===== config.mk =====
export PLATFORM = sky130hd
export DESIGN_NAME = json_object_splitter_core
export DESIGN_NICKNAME = d
export VERILOG_FILES = /design/src/rtl/core/jos_pkg.sv /design/src/rtl/core/json_object_splitter_core.sv /design/src/rtl/core/jos_in_reg.sv /design/src/rtl/core/jos_parse.sv /design/src/rtl/core/jos_out_reg.sv
export SDC_FILE = /design/constraint.sdc
export NUM_CORES = 1
export LEC_CHECK = 0
export BUFFER_PORTS_ARGS = -buffer_cell sky130_fd_sc_hd__buf_2
export CORE_ASPECT_RATIO = 1.4
export CORE_UTILIZATION = 55
export DETAILED_ROUTE_END_ITERATION = 16
export PLACE_DENSITY = 0.76
export SYNTH_ARGS = -nofsm -noshare
export SYNTH_HDL_FRONTEND = slang
export SYNTH_HIERARCHICAL = 1
export SYNTH_SLANG_ARGS = --single-unit

===== constraint.sdc =====
create_clock -name i_clk -period 5.6 [get_ports i_clk]
set_clock_uncertainty 0.2 [all_clocks]
set_input_delay 0.84 -clock i_clk [delete_from_list [all_inputs] [get_ports i_clk]]
set_output_delay 0.84 -clock i_clk [all_outputs]
set_load 0.01 [all_outputs]

===== src/rtl/core/jos_pkg.sv =====
// package for the json object splitter core: beat types, offset limit, byte codes
// no dependencies; imported by every module of the core
`timescale 1ns / 1ps

package jos_pkg;

    // text size the offset counter covers, limit is capped at 16-bit offsets
    localparam longint unsigned TEXT_BYTES = 64'd65536;
    localparam longint unsigned LIMIT_FULL = (TEXT_BYTES < 64'd65536) ? TEXT_BYTES : 64'd65536;
    localparam logic [16:0]     OFFSET_LIMIT = LIMIT_FULL[16:0];
    localparam logic [15:0]     OFFSET_MAX   = 16'(LIMIT_FULL - 64'd1);

    // nesting depth saturation points
    localparam logic signed [15:0] DEPTH_MAX = 16'sh7FFF;
    localparam logic signed [15:0] DEPTH_MIN = 16'sh8000;

    // byte codes that steer the parse
    localparam logic [7:0] CH_QUOTE     = 8'h22;
    localparam logic [7:0] CH_BACKSLASH = 8'h5C;
    localparam logic [7:0] CH_OPEN      = 8'h7B;
    localparam logic [7:0] CH_CLOSE     = 8'h7D;

    // one input beat
    typedef struct packed {
        logic [7:0] text_byte;
        logic       start_of_text;
    } t_item;

    // one result beat
    typedef struct packed {
        logic [15:0] object_first;
        logic [15:0] object_last;
        logic        offset_overflow;
    } t_result;

endpackage


===== src/rtl/core/json_object_splitter_core.sv =====
// top level of the json object splitter core: input register, parser, result register
// depends on jos_pkg, jos_in_reg, jos_parse and jos_out_reg
`timescale 1ns / 1ps

// Usage
// The slave channel takes one byte of a JSON array text per beat: tdata holds
// the byte, tuser set marks the first byte of a new text and clears all parse
// state ahead of it. The master channel gives one beat for every top-level
// object that closes: tdata holds the offsets of its opening and closing brace,
// tuser flags that the text ran past the 65536-byte offset range so offsets
// were saturated. Bytes that close no object give no beat.
// Path: a closing brace accepted on the slave side waits in the input register,
// passes the parser update and is then held in the result register.
// Throughput: one byte per cycle, set by the combinational parser update
// between the two registers; the input side keeps taking bytes while a result
// waits, as long as those bytes close no further object.
// Stall: with a result held and the receiver not ready, a byte that would
// close another object waits in the input register and the slave tready drops.
// Reset clears offset, depth, string and backslash state and empties both
// registers; the next byte is at offset zero.

module json_object_splitter_core (
    input  logic        i_clk,
    input  logic        i_rst_n,
    input  logic        i_s_tvalid,
    output logic        o_s_tready,
    input  logic [7:0]  i_s_tdata,  // [7:0] text_byte
    input  logic        i_s_tuser,  // [0] start_of_text
    output logic        o_m_tvalid,
    input  logic        i_m_tready,
    output logic [31:0] o_m_tdata,  // [15:0] object_first, [31:16] object_last
    output logic        o_m_tuser   // [0] offset_overflow
);
    import jos_pkg::*;

    t_item   in_item;
    t_item   s1_item;
    logic    s1_valid;
    logic    advance;
    logic    hit;
    logic    out_free;
    t_result res;
    t_result out_res;

    assign in_item.text_byte     = i_s_tdata;
    assign in_item.start_of_text = i_s_tuser;

    // a byte moves on unless it closes an object while the result slot is full and not taken
    assign advance = s1_valid && (!hit || out_free);

    jos_in_reg u_in_reg (
        .i_clk     (i_clk),
        .i_rst_n   (i_rst_n),
        .i_valid   (i_s_tvalid),
        .o_ready   (o_s_tready),
        .i_item    (in_item),
        .i_advance (advance),
        .o_valid   (s1_valid),
        .o_item    (s1_item)
    );

    jos_parse u_parse (
        .i_clk    (i_clk),
        .i_rst_n  (i_rst_n),
        .i_valid  (s1_valid),
        .i_item   (s1_item),
        .i_update (advance),
        .o_hit    (hit),
        .o_res    (res)
    );

    jos_out_reg u_out_reg (
        .i_clk   (i_clk),
        .i_rst_n (i_rst_n),
        .i_load  (advance && hit),
        .i_res   (res),
        .o_free  (out_free),
        .o_valid (o_m_tvalid),
        .i_ready (i_m_tready),
        .o_res   (out_res)
    );

    // result beat packing
    assign o_m_tdata = {out_res.object_last, out_res.object_first};
    assign o_m_tuser = out_res.offset_overflow;

    // opening brace never lies after its closing brace
    a_first_le_last: assert property (@(posedge i_clk) disable iff (!i_rst_n)
        o_m_tvalid |-> (o_m_tdata[15:0] <= o_m_tdata[31:16]))
        else $error("object_first after object_last");

    // overflow results carry the saturated closing offset
    a_overflow_sat: assert property (@(posedge i_clk) disable iff (!i_rst_n)
        (o_m_tvalid && o_m_tuser) |-> (o_m_tdata[31:16] == OFFSET_MAX))
        else $error("overflow result with unsaturated offset");

    // a stalled byte stays in the input register
    a_s1_hold: assert property (@(posedge i_clk) disable iff (!i_rst_n)
        (s1_valid && !advance) |=> (s1_valid && $stable(s1_item)))
        else $error("stalled byte lost");

    // a result is only loaded into a free slot
    a_no_overwrite: assert property (@(posedge i_clk) disable iff (!i_rst_n)
        (advance && hit) |-> out_free)
        else $error("result register overwritten");

    // reset empties the result side
    a_reset_empty: assert property (@(posedge i_clk)
        !i_rst_n |=> !o_m_tvalid)
        else $error("result valid after reset");

endmodule


===== src/rtl/core/jos_in_reg.sv =====
// input register of the json object splitter: holds one text byte beat
// depends on jos_pkg for the beat type
`timescale 1ns / 1ps

module jos_in_reg (
    input  logic          i_clk,
    input  logic          i_rst_n,
    input  logic          i_valid,
    output logic          o_ready,
    input  jos_pkg::t_item i_item,
    input  logic          i_advance,
    output logic          o_valid,
    output jos_pkg::t_item o_item
);
    import jos_pkg::*;

    logic  r_valid;
    t_item r_item;
    logic  n_valid;

    // a slot is free when empty or when its beat moves on this cycle
    assign o_ready = !r_valid || i_advance;
    assign n_valid = i_valid || (r_valid && !i_advance);

    // control
    always_ff @(posedge i_clk) begin
        if (!i_rst_n) begin
            r_valid <= 1'b0;
        end else begin
            r_valid <= n_valid;
        end
    end

    // payload
    always_ff @(posedge i_clk) begin
        if (i_valid && o_ready) begin
            r_item <= i_item;
        end
    end

    assign o_valid = r_valid;
    assign o_item  = r_item;

endmodule


===== src/rtl/core/jos_parse.sv =====
// parse state and per-byte update of the json object splitter
// depends on jos_pkg for byte codes, limits and beat types
`timescale 1ns / 1ps

module jos_parse (
    input  logic             i_clk,
    input  logic             i_rst_n,
    input  logic             i_valid,
    input  jos_pkg::t_item   i_item,
    input  logic             i_update,
    output logic             o_hit,
    output jos_pkg::t_result o_res
);
    import jos_pkg::*;

    logic [16:0]        r_offset;
    logic               r_in_str;
    logic               r_odd_bs;
    logic signed [15:0] r_depth;
    logic [15:0]        r_open_off;
    logic               r_open_vld;

    logic [16:0]        n_offset;
    logic               n_in_str;
    logic               n_odd_bs;
    logic signed [15:0] n_depth;
    logic [15:0]        n_open_off;
    logic               n_open_vld;

    logic [16:0]        cur_offset;
    logic               cur_in_str;
    logic               cur_odd_bs;
    logic signed [15:0] cur_depth;
    logic [15:0]        cur_open_off;
    logic               cur_open_vld;
    logic               over;
    logic [15:0]        here;
    logic               hit;

    // start of text clears state ahead of this byte
    always_comb begin
        if (i_item.start_of_text) begin
            cur_offset   = '0;
            cur_in_str   = 1'b0;
            cur_odd_bs   = 1'b0;
            cur_depth    = '0;
            cur_open_off = '0;
            cur_open_vld = 1'b0;
        end else begin
            cur_offset   = r_offset;
            cur_in_str   = r_in_str;
            cur_odd_bs   = r_odd_bs;
            cur_depth    = r_depth;
            cur_open_off = r_open_off;
            cur_open_vld = r_open_vld;
        end
    end

    // offset of this byte, saturated at the limit
    assign over     = (cur_offset >= OFFSET_LIMIT);
    assign here     = over ? OFFSET_MAX : cur_offset[15:0];
    assign n_offset = over ? cur_offset : cur_offset + 17'd1;

    // string tracking and backslash parity
    assign n_in_str = (i_item.text_byte == CH_QUOTE && !cur_odd_bs) ? !cur_in_str : cur_in_str;
    assign n_odd_bs = (i_item.text_byte == CH_BACKSLASH) ? !cur_odd_bs : 1'b0;

    // brace nesting outside strings
    always_comb begin
        n_depth    = cur_depth;
        n_open_off = cur_open_off;
        n_open_vld = cur_open_vld;
        hit        = 1'b0;
        if (!n_in_str) begin
            if (i_item.text_byte == CH_OPEN) begin
                if (cur_depth == 16'sd0) begin
                    n_open_off = here;
                    n_open_vld = 1'b1;
                end
                if (cur_depth != DEPTH_MAX) begin
                    n_depth = cur_depth + 16'sd1;
                end
            end else if (i_item.text_byte == CH_CLOSE) begin
                if (cur_depth != DEPTH_MIN) begin
                    n_depth = cur_depth - 16'sd1;
                end
                if (cur_depth == 16'sd1 && cur_open_vld) begin
                    hit        = 1'b1;
                    n_open_vld = 1'b0;
                end
            end
        end
    end

    assign o_hit                 = i_valid && hit;
    assign o_res.object_first    = cur_open_off;
    assign o_res.object_last     = here;
    assign o_res.offset_overflow = over;

    // control state
    always_ff @(posedge i_clk) begin
        if (!i_rst_n) begin
            r_offset   <= '0;
            r_in_str   <= 1'b0;
            r_odd_bs   <= 1'b0;
            r_depth    <= '0;
            r_open_vld <= 1'b0;
        end else if (i_update) begin
            r_offset   <= n_offset;
            r_in_str   <= n_in_str;
            r_odd_bs   <= n_odd_bs;
            r_depth    <= n_depth;
            r_open_vld <= n_open_vld;
        end
    end

    // recorded brace offset
    always_ff @(posedge i_clk) begin
        if (!i_rst_n) begin
            r_open_off <= '0;
        end else if (i_update) begin
            r_open_off <= n_open_off;
        end
    end

endmodule


===== src/rtl/core/jos_out_reg.sv =====
// result register of the json object splitter: holds one object beat
// depends on jos_pkg for the result type
`timescale 1ns / 1ps

module jos_out_reg (
    input  logic             i_clk,
    input  logic             i_rst_n,
    input  logic             i_load,
    input  jos_pkg::t_result i_res,
    output logic             o_free,
    output logic             o_valid,
    input  logic             i_ready,
    output jos_pkg::t_result o_res
);
    import jos_pkg::*;

    logic    r_valid;
    t_result r_res;
    logic    n_valid;

    // free when empty or when the held beat is taken now
    assign o_free  = !r_valid || i_ready;
    assign n_valid = i_load || (r_valid && !i_ready);

    // control
    always_ff @(posedge i_clk) begin
        if (!i_rst_n) begin
            r_valid <= 1'b0;
        end else begin
            r_valid <= n_valid;
        end
    end

    // payload
    always_ff @(posedge i_clk) begin
        if (i_load) begin
            r_res <= i_res;
        end
    end

    assign o_valid = r_valid;
    assign o_res   = r_res;

endmodule

-- Word level (Yosys, flattened, before mapping)
Cells that the tools add are included.
- bits in registers: 96
- latch bits: 0
- memory bits (writable): 0
- ROM bits: 0
- output and inout bits: 35
- word-level logic and storage cells: 72
- memories kept: 0
- add/sub/neg operators: 3
- multiply operators: 0
- div/mod/pow operators: 0
- order comparisons: 1
- equality and inequality tests: 7
- shift operators: 0
- mux-type cells: 27
- bitwise gates (word level): 0
- reduce and logical (&&, ||, !) cells: 21
- operators by type and width (cell ; count):
    $mux W16 ; 11
    $mux W17 ; 2
    $ne A16 B16 Y1 const B ; 2
    $eq A8 B7 Y1 const B ; 3
    $add A17 B1 Y17 const B ; 1
    $ge A17 B17 Y1 const B ; 1
    $add A16 B2 Y16 const B ; 1
    $eq A16 B2 Y1 const B ; 1
    $logic_not A16 Y1 ; 1
    $sub A16 B2 Y16 const B ; 1
    $mux W1 ; 14
    $eq A8 B6 Y1 const B ; 1
    $logic_and A1 B1 Y1 ; 8
    $logic_not A1 Y1 ; 7
    $logic_or A1 B1 Y1 ; 5

-- Logic depth before layout (Yosys ltp)
Gate-level depths: netlist of the first run.
- depth after elaboration: 14
- mapped depth: 16
- depth with buffers taken out: 12

-- Cells and area by module
Netlist of the first run, hierarchy kept.
- modules (own cells, without submodules) (module ; instances ; cells each ; area an instance (um^2) ; seq. area each (um^2)):
    jos_parse ; 1 ; 486 ; 3608.5 ; 1041.0
    jos_out_reg ; 1 ; 37 ; 1039.7 ; 1011.0
    jos_in_reg ; 1 ; 14 ; 327.8 ; 290.3
    json_object_splitter_core ; 1 ; 3 ; 18.8 ; 0.0

-- Worst setup path after synthesis of the first run
OpenSTA, ideal clock, no wires.
- kind: register to register
- start: register u_in_reg.r_item (netlist bit u_in_reg/o_item[8])
- end: register u_parse.r_offset[9]
- library setup time: 128 ps
- arrival: 2923 ps
- required time: 5272 ps
- setup slack: 2350 ps
- cell stages (with the launch flop): 13
- buffers on the path: 1
- period minus slack after synthesis: 3250 ps
- cells stage by stage: edfxtp_1 > nand4bb_1 > nor4_1 > xor2_1 > nand4_1 > nor3_1 > a21boi_1 > clkbuf_1 > and4b_1 > nand4_1 > nor4b_1 > xor2_1 > nor2_1
- cells in the longest elaborated chain, start to end: 8
- elaborated cells on any way between the ends: 12
- those cells by class: 3 x eq/ne; 4 x mux; 5 x reduce/logical
- ends and longest elaborated chain (what ; line ; source):
    start, declared ; jos_in_reg.sv:18 ; t_item r_item;
    start signal, assigned ; jos_in_reg.sv:37 ; r_item <= i_item;
    $eq A8 B7 Y1 or $eq A8 B6 Y1 (tied branches) ; jos_parse.sv:83, jos_parse.sv:65 ;
    $mux W1 or $logic_and A1 B1 Y1 (tied branches) ; jos_parse.sv:83, jos_parse.sv:65 ;
    $mux W1, on equally long branches ; jos_parse.sv:75, jos_parse.sv:65 ;
    $mux W1 (*) ; jos_parse.sv:74 ; if (!n_in_str) begin
    $logic_and A1 B1 Y1 (*) ; jos_parse.sv:95 ; assign o_hit = i_valid && hit;
    via hit ; json_object_splitter_core.sv:40 ; logic hit;
    $logic_not A1 Y1 (*) ; json_object_splitter_core.sv:49 ; assign advance = s1_valid && (!hit || out_free);
    $logic_or A1 B1 Y1 (*) ; json_object_splitter_core.sv:49 ;
    $logic_and A1 B1 Y1 (*) ; json_object_splitter_core.sv:49 ;
    via advance ; json_object_splitter_core.sv:39 ; logic advance;
    end signal, assigned ; jos_parse.sv:109 ; r_offset <= n_offset;
    end, declared ; jos_parse.sv:16 ; logic [16:0] r_offset;
The timed path passes the listed nets; every way through them passes the cells marked *.
A chain may end at the register's enable or synchronous reset.

-- Worst setup path in the final report of the first run
- start: register u_in_reg.r_item (netlist bit u_in_reg/o_item[8])
- end: output o_s_tready
- cells in the longest elaborated chain, start to end: 9
- elaborated cells on any way between the ends: 13
- those cells by class: 3 x eq/ne; 4 x mux; 6 x reduce/logical
- ends and longest elaborated chain (what ; line ; source):
    $eq A8 B7 Y1 or $eq A8 B6 Y1 (tied branches) ; jos_parse.sv:83, jos_parse.sv:65 ;
    $mux W1 or $logic_and A1 B1 Y1 (tied branches) ; jos_parse.sv:83, jos_parse.sv:65 ;
    $mux W1, on equally long branches ; jos_parse.sv:75, jos_parse.sv:65 ;
    $mux W1 (*) ; jos_parse.sv:74 ;
    $logic_and A1 B1 Y1 (*) ; jos_parse.sv:95 ;
    via hit ; json_object_splitter_core.sv:40 ;
    $logic_not A1 Y1 (*) ; json_object_splitter_core.sv:49 ;
    $logic_or A1 B1 Y1 (*) ; json_object_splitter_core.sv:49 ;
    $logic_and A1 B1 Y1 (*) ; json_object_splitter_core.sv:49 ;
    via advance ; json_object_splitter_core.sv:39 ;
    $logic_or A1 B1 Y1 (*) ; jos_in_reg.sv:22 ; assign o_ready = !r_valid || i_advance;
    end, declared ; json_object_splitter_core.sv:26 ; output logic o_s_tready,
Marks and branches as above.

==> flow_results.org, run 1 <==
** Floorplan
- The die is around 110 um tall.
- In this run the horizontal extent of the chip is between 80 and 90 um.
- Starting density of the core :: 57.4%
- Placeable Area :: ~8700 um^2
- The die covers roughly 9500 um^2.
- Count of boundary I/O pins :: 48
- Number of rows in the core area :: 40

** Drt
- In this run, the number of DRC markers left after iteration 0 of detailed routing was around 340.
- For this run, design rule violations remaining after detail routing come to 0.
- Vias :: around 4200
- Routed wire length per instance :: ~17 um
- First drt pass iteration count :: 4
- In the routed layout, each cell is associated on average with a via count of 6.20.
- For this block, the routed nets add up to between 10 and 15 mm of wire.
- Antenna viol nets, final :: 0

** Worst setup path
- Max FO, Critical Path :: 30
- The worst setup path is launched from a register.
- Counting both buffers and inverters, the worst setup path holds a total of 2.
- Data on the critical path is required at its endpoint by roughly 4600 ps.
- The largest individual stage delay along the critical path comes from the cell sky130_fd_sc_hd__nor4_1.
- The cell family contributing the most delay on the critical path is simple AND/OR/NAND/NOR gates.
- In this design, the stage delay of the slowest critical-path cell is around 560 ps.
- By startpoint and endpoint, the worst setup path is classified as reg -> out.
- CP Capture Point :: o_s_tready
- The worst register-to-register path has a depth of 12.
- Walking the worst path, the cells encountered are nand4bb_1 > nor4_1 > xor2_1 > nand4_1 > nor3_1 > a21boi_2 > buf_4 > nand2b_4 > buf_2.
- Source of the critical timing path :: u_in_reg/o_item[8]
- The startpoint identified for the worst register-to-register timing path is u_in_reg/o_item[8].
- Worst path depth :: 9
- Worst r2r dst :: u_parse/r_offset[9]
- At the worst endpoint, the arrival time is between 3000 and 4000 ps.
- Minimum setup slack among reg-to-reg paths :: between 1500 and 2000 ps
- Worst setup EP type :: primary output

** Placement
- Number of port buffers :: between 40 and 50
- The wire-length estimate of the detail-placed layout is between 7 and 8 mm.
- Final GP Congestion :: between 0.9 and 1

** Clock tree
- After clock tree synthesis, the clock-pin slew on the worst setup and hold paths is roughly 70 ps.
- # resized after CTS :: 0
- Clock tree synthesis selected as its root buffer the cell sky130_fd_sc_hd__clkbuf_16.
- # H-tree levels :: 3
- TritonCTS built the clock tree.
- # clock sinks :: 96
- TritonCTS buffer count :: 9
- Once the clock tree was built, the setup fixing pass inserted 0 buffers.
- After clock tree synthesis, the flow added hold-fix buffers numbering 0.
- No sink is reached through more buffers than the 2 on the longest clock path.
- At the later pin of the worst-skew pair, clock insertion delay measures 340 ps.

** GRT
- Via count of the first global-routing pass :: slightly below 4000
- Combined global-route utilization of all metal layers :: a little over a quarter
- The first global-routing pass estimated roughly 19 mm of wire.
- Entering global routing, the biggest net connects 64 pins.
- The total overflow left after global routing is 0.
- The initial antenna violation count was 0.

** Timing
- For this run, the top clock speed supported by timing is roughly 230 MHz.
- The max-slew violation total from the final report is 0.
- The final critical path takes up slightly below 80% of the cycle.
- After routing, the total negative slack on setup checks comes to 0 ps.
- Setup violations remaining at the end of the flow were counted as 0.
- Measured against its own limit, the worst slew margin works out to 31.4%.
- Setup repair after global routing left no endpoint under its margin.
- Actual transition at the worst max-transition pin :: 1030 ps
- The routed design could run at a clock period as short as 4310 ps.
- Total count of hold-check failures in the final report :: 0

** Logic synthesis
- In the synthesized netlist the dominant register cell turns out to be sky130_fd_sc_hd__dfxtp_1.
- The share of the Yosys chip area taken by registers is around 47%.
- After synthesis, the mean cell area works out to 9.25 um^2.
- Async SR Flop Fraction :: 0%
- Count of mapped cells out of synthesis :: 540
- The number of nets handed over by synthesis was 560.
- Number of library cell types mapped by synthesis :: 68
- Yosys printed 6 warnings.
- Area of the mapped netlist :: approximately 5000 um^2
- Yosys mapped a number of flops with a built-in enable equal to 42.
- After synthesis the netlist holds a flip-flop and latch count of 96.

** Finish
- At the end of the flow, the number of nets in the layout was around 600.
- Proportion of layout cells with a drive suffix above 1 :: approximately 16%
- The number of antenna diodes in the final layout is 0.
- The area growth from synthesis to layout is 10.1%.

** Hold path
- In this run the worst hold path is classified as reg -> reg.

** Power and ir drop
- The design draws around 1.4 mW.
- Leakage :: between 1.5 and 2 nW
- For this design the ratio of total power to cell area is around 250 nW/um^2.
- IR Drop Worst-Case VDD :: approximately 0.00021 V

** Run
- Max-cap violations in this run came to 0.

** Run status
- Result of the run :: complete, no violations
-- worst register-to-register path: cells and delay by family, from the launching register on --
kind / cells / cell delay (ps)
AOI/OAI and AO/OA: 1 / 350
xor gates and xnor gates: 2 / 400
buffers and inverters: 1 / 360
DFF: 1 / 430
and+or+nand+nor: 8 / 2190
-- registers in the layout (all words and copies together), names as in the netlist, 9 cells and up --
name and cells:
u_in_reg/o_item 9, u_out_reg/o_res 33, u_parse/r_depth 16, u_parse/r_offset 17
u_parse/r_open_off 16
-- per-stage QoR --
stage          std cells  setup WS (ps)  hold slack (ps)  cell area [um^2]  util [%]
3_5_place_dp         658           1610              252              5230      60.0
4_1_cts              674           1310              268              5500      63.1
6_report             674           1290              269              5500      63.1
3_3_place_gp         658           1780              248              5230      60.0
2_1_floorplan        540           2350              234              4990         -
5_1_grt              674           1150              286              5500      63.1
-- cells in the mapped netlist (all sizes together) (5+ instances only) --
master  count  area share (%)
nand3      38             3.8
clkbuf     25             2.0
xor2        7             1.2
nor4        9             2.0
mux2i      14             2.8
nor2       61             4.6
o21ai      14             1.5
nor3       19             1.9
buf        14             1.5
nand2b      8             1.3
edfxtp     42              25
ha          7             1.8
a31oi       5            0.63
inv        13            0.98
dfxtp      54              22
nor2b      23             2.9
a21oi      18             1.8
a211oi      7             1.2
a22o        8             1.4
xnor2       5            0.88
nand2      66             5.0
or4         5            0.83
a21o        6            0.90
nand4      15             2.0
-- cell type report --
| type | count | area (um^2) |
|---|---|---|
| Fill cell | 732 | 3210 |
| Multi-Input combinational cell | 392 | 2430 |
| Sequential cell | 96 | 2340 |
| Timing Repair Buffer | 52 | 273 |
| Clock buffer | 11 | 233 |
| Tap cell | 105 | 131 |
| Inverter | 13 | 48.8 |
| Clock inverter | 5 | 38.8 |
-- cell families (layout without fill, tap and decap cells) --
group / Yosys count / in the layout / share of synthesized area [%]
flip-flops: 96 / 96 / 46.9
adder cells (fa/ha/maj): 7 / 7 / 1.75
AO/OA/AOI/OAI: 84 / 84 / 12.3
multiplexers: 16 / 16 / 3.26
AND/OR/NAND/NOR: 273 / 273 / 29.2
buffers and inverters: 52 / 81 / 4.48
XOR/XNOR: 12 / 12 / 2.10
-- worst min path at each step --
stage                          startpoint               endpoint  slack [ps]  cells after the start
floorplan           u_parse/r_open_off[0]  u_parse/r_open_off[0]         230                      1
global placement    u_parse/r_open_off[6]  u_parse/r_open_off[6]         250                      1
detailed placement  u_parse/r_open_off[2]  u_parse/r_open_off[2]         250                      1
CTS                      u_parse/r_odd_bs       u_parse/r_odd_bs         270                      2
global route        u_parse/r_open_off[9]  u_parse/r_open_off[9]         290                      1
finish                   u_parse/r_odd_bs       u_parse/r_odd_bs         270                      2
-- cells in the final DEF (no fill, tap or decap), types with 3 or more instances in the layout --
cell type,count
sky130_fd_sc_hd__a211oi_1,6
sky130_fd_sc_hd__a21boi_2,3
sky130_fd_sc_hd__a21o_1,6
sky130_fd_sc_hd__a21oi_1,18
sky130_fd_sc_hd__a22o_1,8
sky130_fd_sc_hd__a31oi_1,5
sky130_fd_sc_hd__a41oi_1,3
sky130_fd_sc_hd__and3_1,3
sky130_fd_sc_hd__and4_1,4
sky130_fd_sc_hd__and4b_1,3
sky130_fd_sc_hd__buf_2,47
sky130_fd_sc_hd__buf_4,5
sky130_fd_sc_hd__clkbuf_16,9
sky130_fd_sc_hd__dfxtp_1,54
sky130_fd_sc_hd__edfxtp_1,42
sky130_fd_sc_hd__ha_1,7
sky130_fd_sc_hd__inv_1,13
sky130_fd_sc_hd__mux2i_1,14
sky130_fd_sc_hd__nand2_1,66
sky130_fd_sc_hd__nand2b_1,6
sky130_fd_sc_hd__nand3_1,38
sky130_fd_sc_hd__nand4_1,14
sky130_fd_sc_hd__nand4b_1,4
sky130_fd_sc_hd__nor2_1,61
sky130_fd_sc_hd__nor2b_1,23
sky130_fd_sc_hd__nor3_1,19
sky130_fd_sc_hd__nor4_1,5
sky130_fd_sc_hd__nor4bb_1,3
sky130_fd_sc_hd__o21ai_0,11
sky130_fd_sc_hd__or4_1,4
sky130_fd_sc_hd__xnor2_1,5
sky130_fd_sc_hd__xor2_1,7
-- metal layers --
metal,vias to the layer above,share of wire (%),global-route usage (%)
met3,34,4.9,4.52
met1,2016,38,28.9
met4,0,5.0,17.1
met2,137,52,45.1
met5,-,0,0
li1,1991,-,-
-- power breakdown --
group | leakage, nW | switching, mW | internal (mW)
Clock | 0.131 | 0.265 | 0.305
Sequential | 0.782 | 0.00932 | 0.735
Combinational | 1.05 | 0.0545 | 0.0223
Total | 1.96 | 0.329 | 1.06
(Power assumes the default switching activity.)
==> run 2, diff against run 1 <==
--- a/config.mk
+++ b/config.mk
@@ -5,11 +5,12 @@
 export SDC_FILE = /design/constraint.sdc
 export NUM_CORES = 1
 export LEC_CHECK = 0
+export ABC_AREA = 1
 export BUFFER_PORTS_ARGS = -buffer_cell sky130_fd_sc_hd__buf_2
 export CORE_ASPECT_RATIO = 1.4
-export CORE_UTILIZATION = 55
+export CORE_UTILIZATION = 54
 export DETAILED_ROUTE_END_ITERATION = 16
-export PLACE_DENSITY = 0.76
+export PLACE_DENSITY = 0.77
 export SYNTH_ARGS = -nofsm -noshare
 export SYNTH_HDL_FRONTEND = slang
 export SYNTH_HIERARCHICAL = 1
==> constraint.sdc (replaced) <==
create_clock -name i_clk -period 3.7 [get_ports i_clk]
set_clock_uncertainty 0.2 [all_clocks]
set_input_delay 0.555 -clock i_clk [delete_from_list [all_inputs] [get_ports i_clk]]
set_output_delay 0.555 -clock i_clk [all_outputs]
set_load 0.01 [all_outputs]
==> run 2 against run 1 <==
Total power up 55%. Critical endpoint unchanged. Setup slack worse by 1100 ps. Wire length up 8.7%. Combinational power up 86%. Non-clock buffer count up 7. Area after synthesis up 6.2%. Register-to-register slack worse by 1300 ps. Hold slack worse by 89 ps. Core utilization down 0.94 points. Global-route usage down 0.69 points. Synthesized cell count up 32%.
==> flow_results.org, run 2 <==
** Run status
- Result of the run :: complete, no violations

** Drt
- First drt pass iteration count :: 11
- Number of vias per cell after detailed routing :: ~5.3
- DRC errors left :: 0
- DRC violation total after the first TritonRoute iteration :: about 280
- Dividing the detail-routed wire length by the instance count gives 13.9 um.
- Antenna viol nets, final :: 0
- Summed over all layers, the routed wires come to roughly 12 mm.
- Vias :: between 4000 and 5000

** Logic synthesis
- Count of mapped cells out of synthesis :: roughly 720
- During synthesis, Yosys emitted a total of 6 warnings.
- Cell accounting for the most synthesized area :: sky130_fd_sc_hd__edfxtp_1
- Area of the mapped netlist :: ~5300 um^2
- Of the synthesized area, sequential elements account for between 40% and 50%.
- Post-synth EDFFs :: 42
- Top cell type's share of synthesized area :: 23.8%
- Dividing the synthesized area by the synthesized cell count gives between 7 and 8 um^2.
- Ranked by total cell area, the synthesized netlist is headed by sky130_fd_sc_hd__edfxtp_1 (24%), sky130_fd_sc_hd__dfxtp_1 (20%), sky130_fd_sc_hd__nand2_1 (11%).
- Top cell types by occurrence after synthesis :: sky130_fd_sc_hd__nand2_1 (154), sky130_fd_sc_hd__inv_1 (103), sky130_fd_sc_hd__nor2_1 (97)
- Among all flip-flop cells after synthesis, the most frequent one is sky130_fd_sc_hd__dfxtp_1.
- The number of different library cells used by synthesis comes to 44.
- Async SR Flop Fraction :: 0%
- The synthesized design contains 96 register bits.
- Yosys instantiated no cell more often than sky130_fd_sc_hd__nand2_1.
- Counting every net in the synthesized netlist gives around 740.

** Worst setup path
- The signal on the critical path passes through buf_4 > nor2_2 > ha_1 > nand4_1 > nor4_1 > a21oi_2 > buf_4 > inv_2 > nand2_2 > buf_2.
- The worst register-to-register path has a setup slack of 270 ps.
- The worst setup path is launched from a register.
- Critical path data required time :: 2940 ps
- Largest stage delay on the critical path :: 510 ps
- For this design, the slowest cell found on the critical path is sky130_fd_sc_hd__edfxtp_1.
- Worst setup EP type :: primary output
- Type of the setup path with the least slack :: reg -> out
- Arrival @ worst endpoint :: ~2800 ps
- By instance count, the cell type seen most on the critical path is sky130_fd_sc_hd__buf_4.
- In this run the worst path has a maximum fanout of 19.

** Timing
- In the post-route analysis, the smallest setup slack over all paths is 187 ps.
- Portion of the clock cycle consumed by the worst path in the final layout :: around 95%
- The worst path in the final design needs a cycle of about 3500 ps, including I/O delays and setup.
- The max-slew violation total from the final report was 0.
- Worst slew margin relative to its limit :: 34.1%
- Actual transition at the worst max-transition pin :: a little under 1000 ps
- Timing would allow up to 285 MHz.
- The count of final hold-check violations came to 0.
- Number of endpoints failing setup at the final stage :: 0
- Final hold slack :: about 180 ps
- Summed over all failing endpoints, the final setup total negative slack is 0 ps.

** GRT
- The first global-routing pass estimated around 20 mm of wire.
- In the global route stage, overall resource usage came out at approximately a quarter.
- Number of antenna violations at the first check in global routing :: 0
- Entering global routing, the biggest net connects 35 pins.
- The total overflow left after global routing is 0.
- The via count of the first global-routing pass was roughly 4600.

** Power and ir drop
- Switching power as a share of total power :: 24.8%
- IR analysis of the VDD net gives a maximum drop of 0.000231 V.
- In this run the power spent charging and discharging nets is between 0.5 and 0.6 mW.
- Cell-internal power :: 1.62 mW
- Power spread over the standard cell area amounts to between 300 and 400 nW/um^2.
- The design draws approximately 2.2 mW.
- Sequential cells burn 52.2% of the power.
- Per report_power, the combinational group accounts for under 10% of the total.
- The analysis attributes to cell leakage a power of roughly 2.7 nW.
- Of the total power, the clock network draws between 40% and 50%.

** Clock tree
- For this design, the sink count on the clock tree is between 90 and 100.
- Clock latency on the worst-skew pair, taken at its later pin, is roughly 350 ps.
- Clock slew at reported path FFs :: ~70 ps
- # H-tree levels :: 3
- Clock tree synthesis inserted a total of 9 buffers.
- The clock passes through at most 2 buffers.
- Count of hold-fix buffers inserted at cts :: 0
- CTS tree :: built
- The cell sitting at the root of the clock tree is a sky130_fd_sc_hd__clkbuf_16.

** Finish
- Cells with a size suffix above 1 make up ~15% of the layout.
- Final #Nets :: slightly below 800
- Counting the fill cells in the layout gives 869.
- The top cell types in the final layout, fill and taps aside, are sky130_fd_sc_hd__nand2_1 (154), sky130_fd_sc_hd__inv_1 (103), sky130_fd_sc_hd__nor2_1 (96).
- Cell area after layout :: 5920 um^2
- Count of antenna diodes in the layout :: 0
- Layout Area Growth over Synthesis :: 11.5%
- Commonest non-fill, non-tap cell in the layout :: sky130_fd_sc_hd__nand2_1
- Max reg flops :: 33

** Placement
- Placed Instance Area :: around 5600 um^2
- Hpwl dp :: 8.93 mm
- Worst slack at placement :: between 300 and 400 ps
- Number of port buffers :: 47
- Final GP Congestion :: ~0.9

** Floorplan
- Starting density of the core :: a little under three fifths
- The core region is 9510 um^2.
- From left edge to right edge, the die measures roughly 86 um.
- Overall die area :: approximately 10000 um^2
- Count of boundary I/O pins :: 48
- Chip Height :: between 100 and 150 um
- Number of rows in the core area :: 42

** Run
- Max-cap violations in this run came to 0.

** Hold path
- Min-Delay Path Class :: in -> reg
==> run 2: cell types whose count changed after synthesis, moves of 23 or more <==
cell                      change
sky130_fd_sc_hd__inv_1       +90
sky130_fd_sc_hd__nand2_1     +88
sky130_fd_sc_hd__nand3_1     +39
sky130_fd_sc_hd__nor2_1      +36
sky130_fd_sc_hd__a21oi_1     +26
sky130_fd_sc_hd__nor2b_1     -23
==> run 2: power groups by stage <==
stage,Clock [mW],Sequential [mW],Combinational [mW]
2_1_floorplan,0,1.15,0.107
3_3_place_gp,0,1.15,0.134
3_5_place_dp,0,1.15,0.137
4_1_cts,0.901,1.13,0.137
5_1_grt,0.942,1.13,0.158
6_report,0.888,1.13,0.143
==> run 2: critical path, delay by kind of cell, from the launching register on <==
family,cells,cell delay (ps)
and+or+nand+nor,4,890
buffers and inverters,4,660
DFF,1,510
adders and majority gates,1,220
AOI/OAI and AO/OA,1,130
==> run 2: kinds of logic (layout without fill, tap and decap cells) <==
group / count (synthesis) / after routing / synth area share [%]
flip-flops: 96 / 96 / 44.1
buffers and inverters: 137 / 183 / 10.8
AND/OR/NAND/NOR: 389 / 389 / 34.1
AO/OA/AOI/OAI: 83 / 83 / 8.80
adder cells (fa/ha/maj): 7 / 7 / 1.65
XOR/XNOR: 3 / 3 / 0.495
==> run 2: metrics by stage <==
| stage | util, % | std cells |
|---|---|---|
| floorplan | - | 715 |
| global placement | 58.9 | 873 |
| detailed placement | 58.9 | 873 |
| CTS | 61.9 | 889 |
| global route | 62.2 | 893 |
| finish | 62.2 | 893 |
==> run 2: path summary, 6_finish.rpt <==
| kind | cells after the start | end | from |
|---|---|---|---|
| setup reg to reg | 12 | u_parse/r_depth[0] | u_in_reg/o_item[0] |
| setup / recovery | 10 | o_s_tready | u_in_reg/o_item[0] |
| hold / removal | 1 | u_in_reg/o_item[8] | i_s_tdata[7] |
| hold reg to reg | 2 | u_parse/r_open_off[15] | u_parse/r_open_off[15] |
==> run 2: layout make-up <==
type                    instances  area, um^2  area share (%)
clock buffers                  10         229            3.87
inverters                     108         410            6.94
clock inverters                 6        52.6           0.888
multi-input cells             482        2390            40.4
repair buffers                 59         325            5.50
well taps                     132         165            2.79
flip-flops and latches         96        2340            39.6
==> run 2: what timing repair did <==
item,in CTS,in global routing
resized for setup,0,1
buffers inserted,0,4
setup endpoints to repair,0,18
==> run 2: metal layers <==
metal,wire [um],vias to the layer above,share of wire (%),GRT usage (%)
li1,-,2382,-,-
met1,4770,2185,38,26.3
met2,6840,140,55,48.2
met3,458,31,3.7,4.02
met4,365,0,2.9,13.2
met5,0,-,0,0
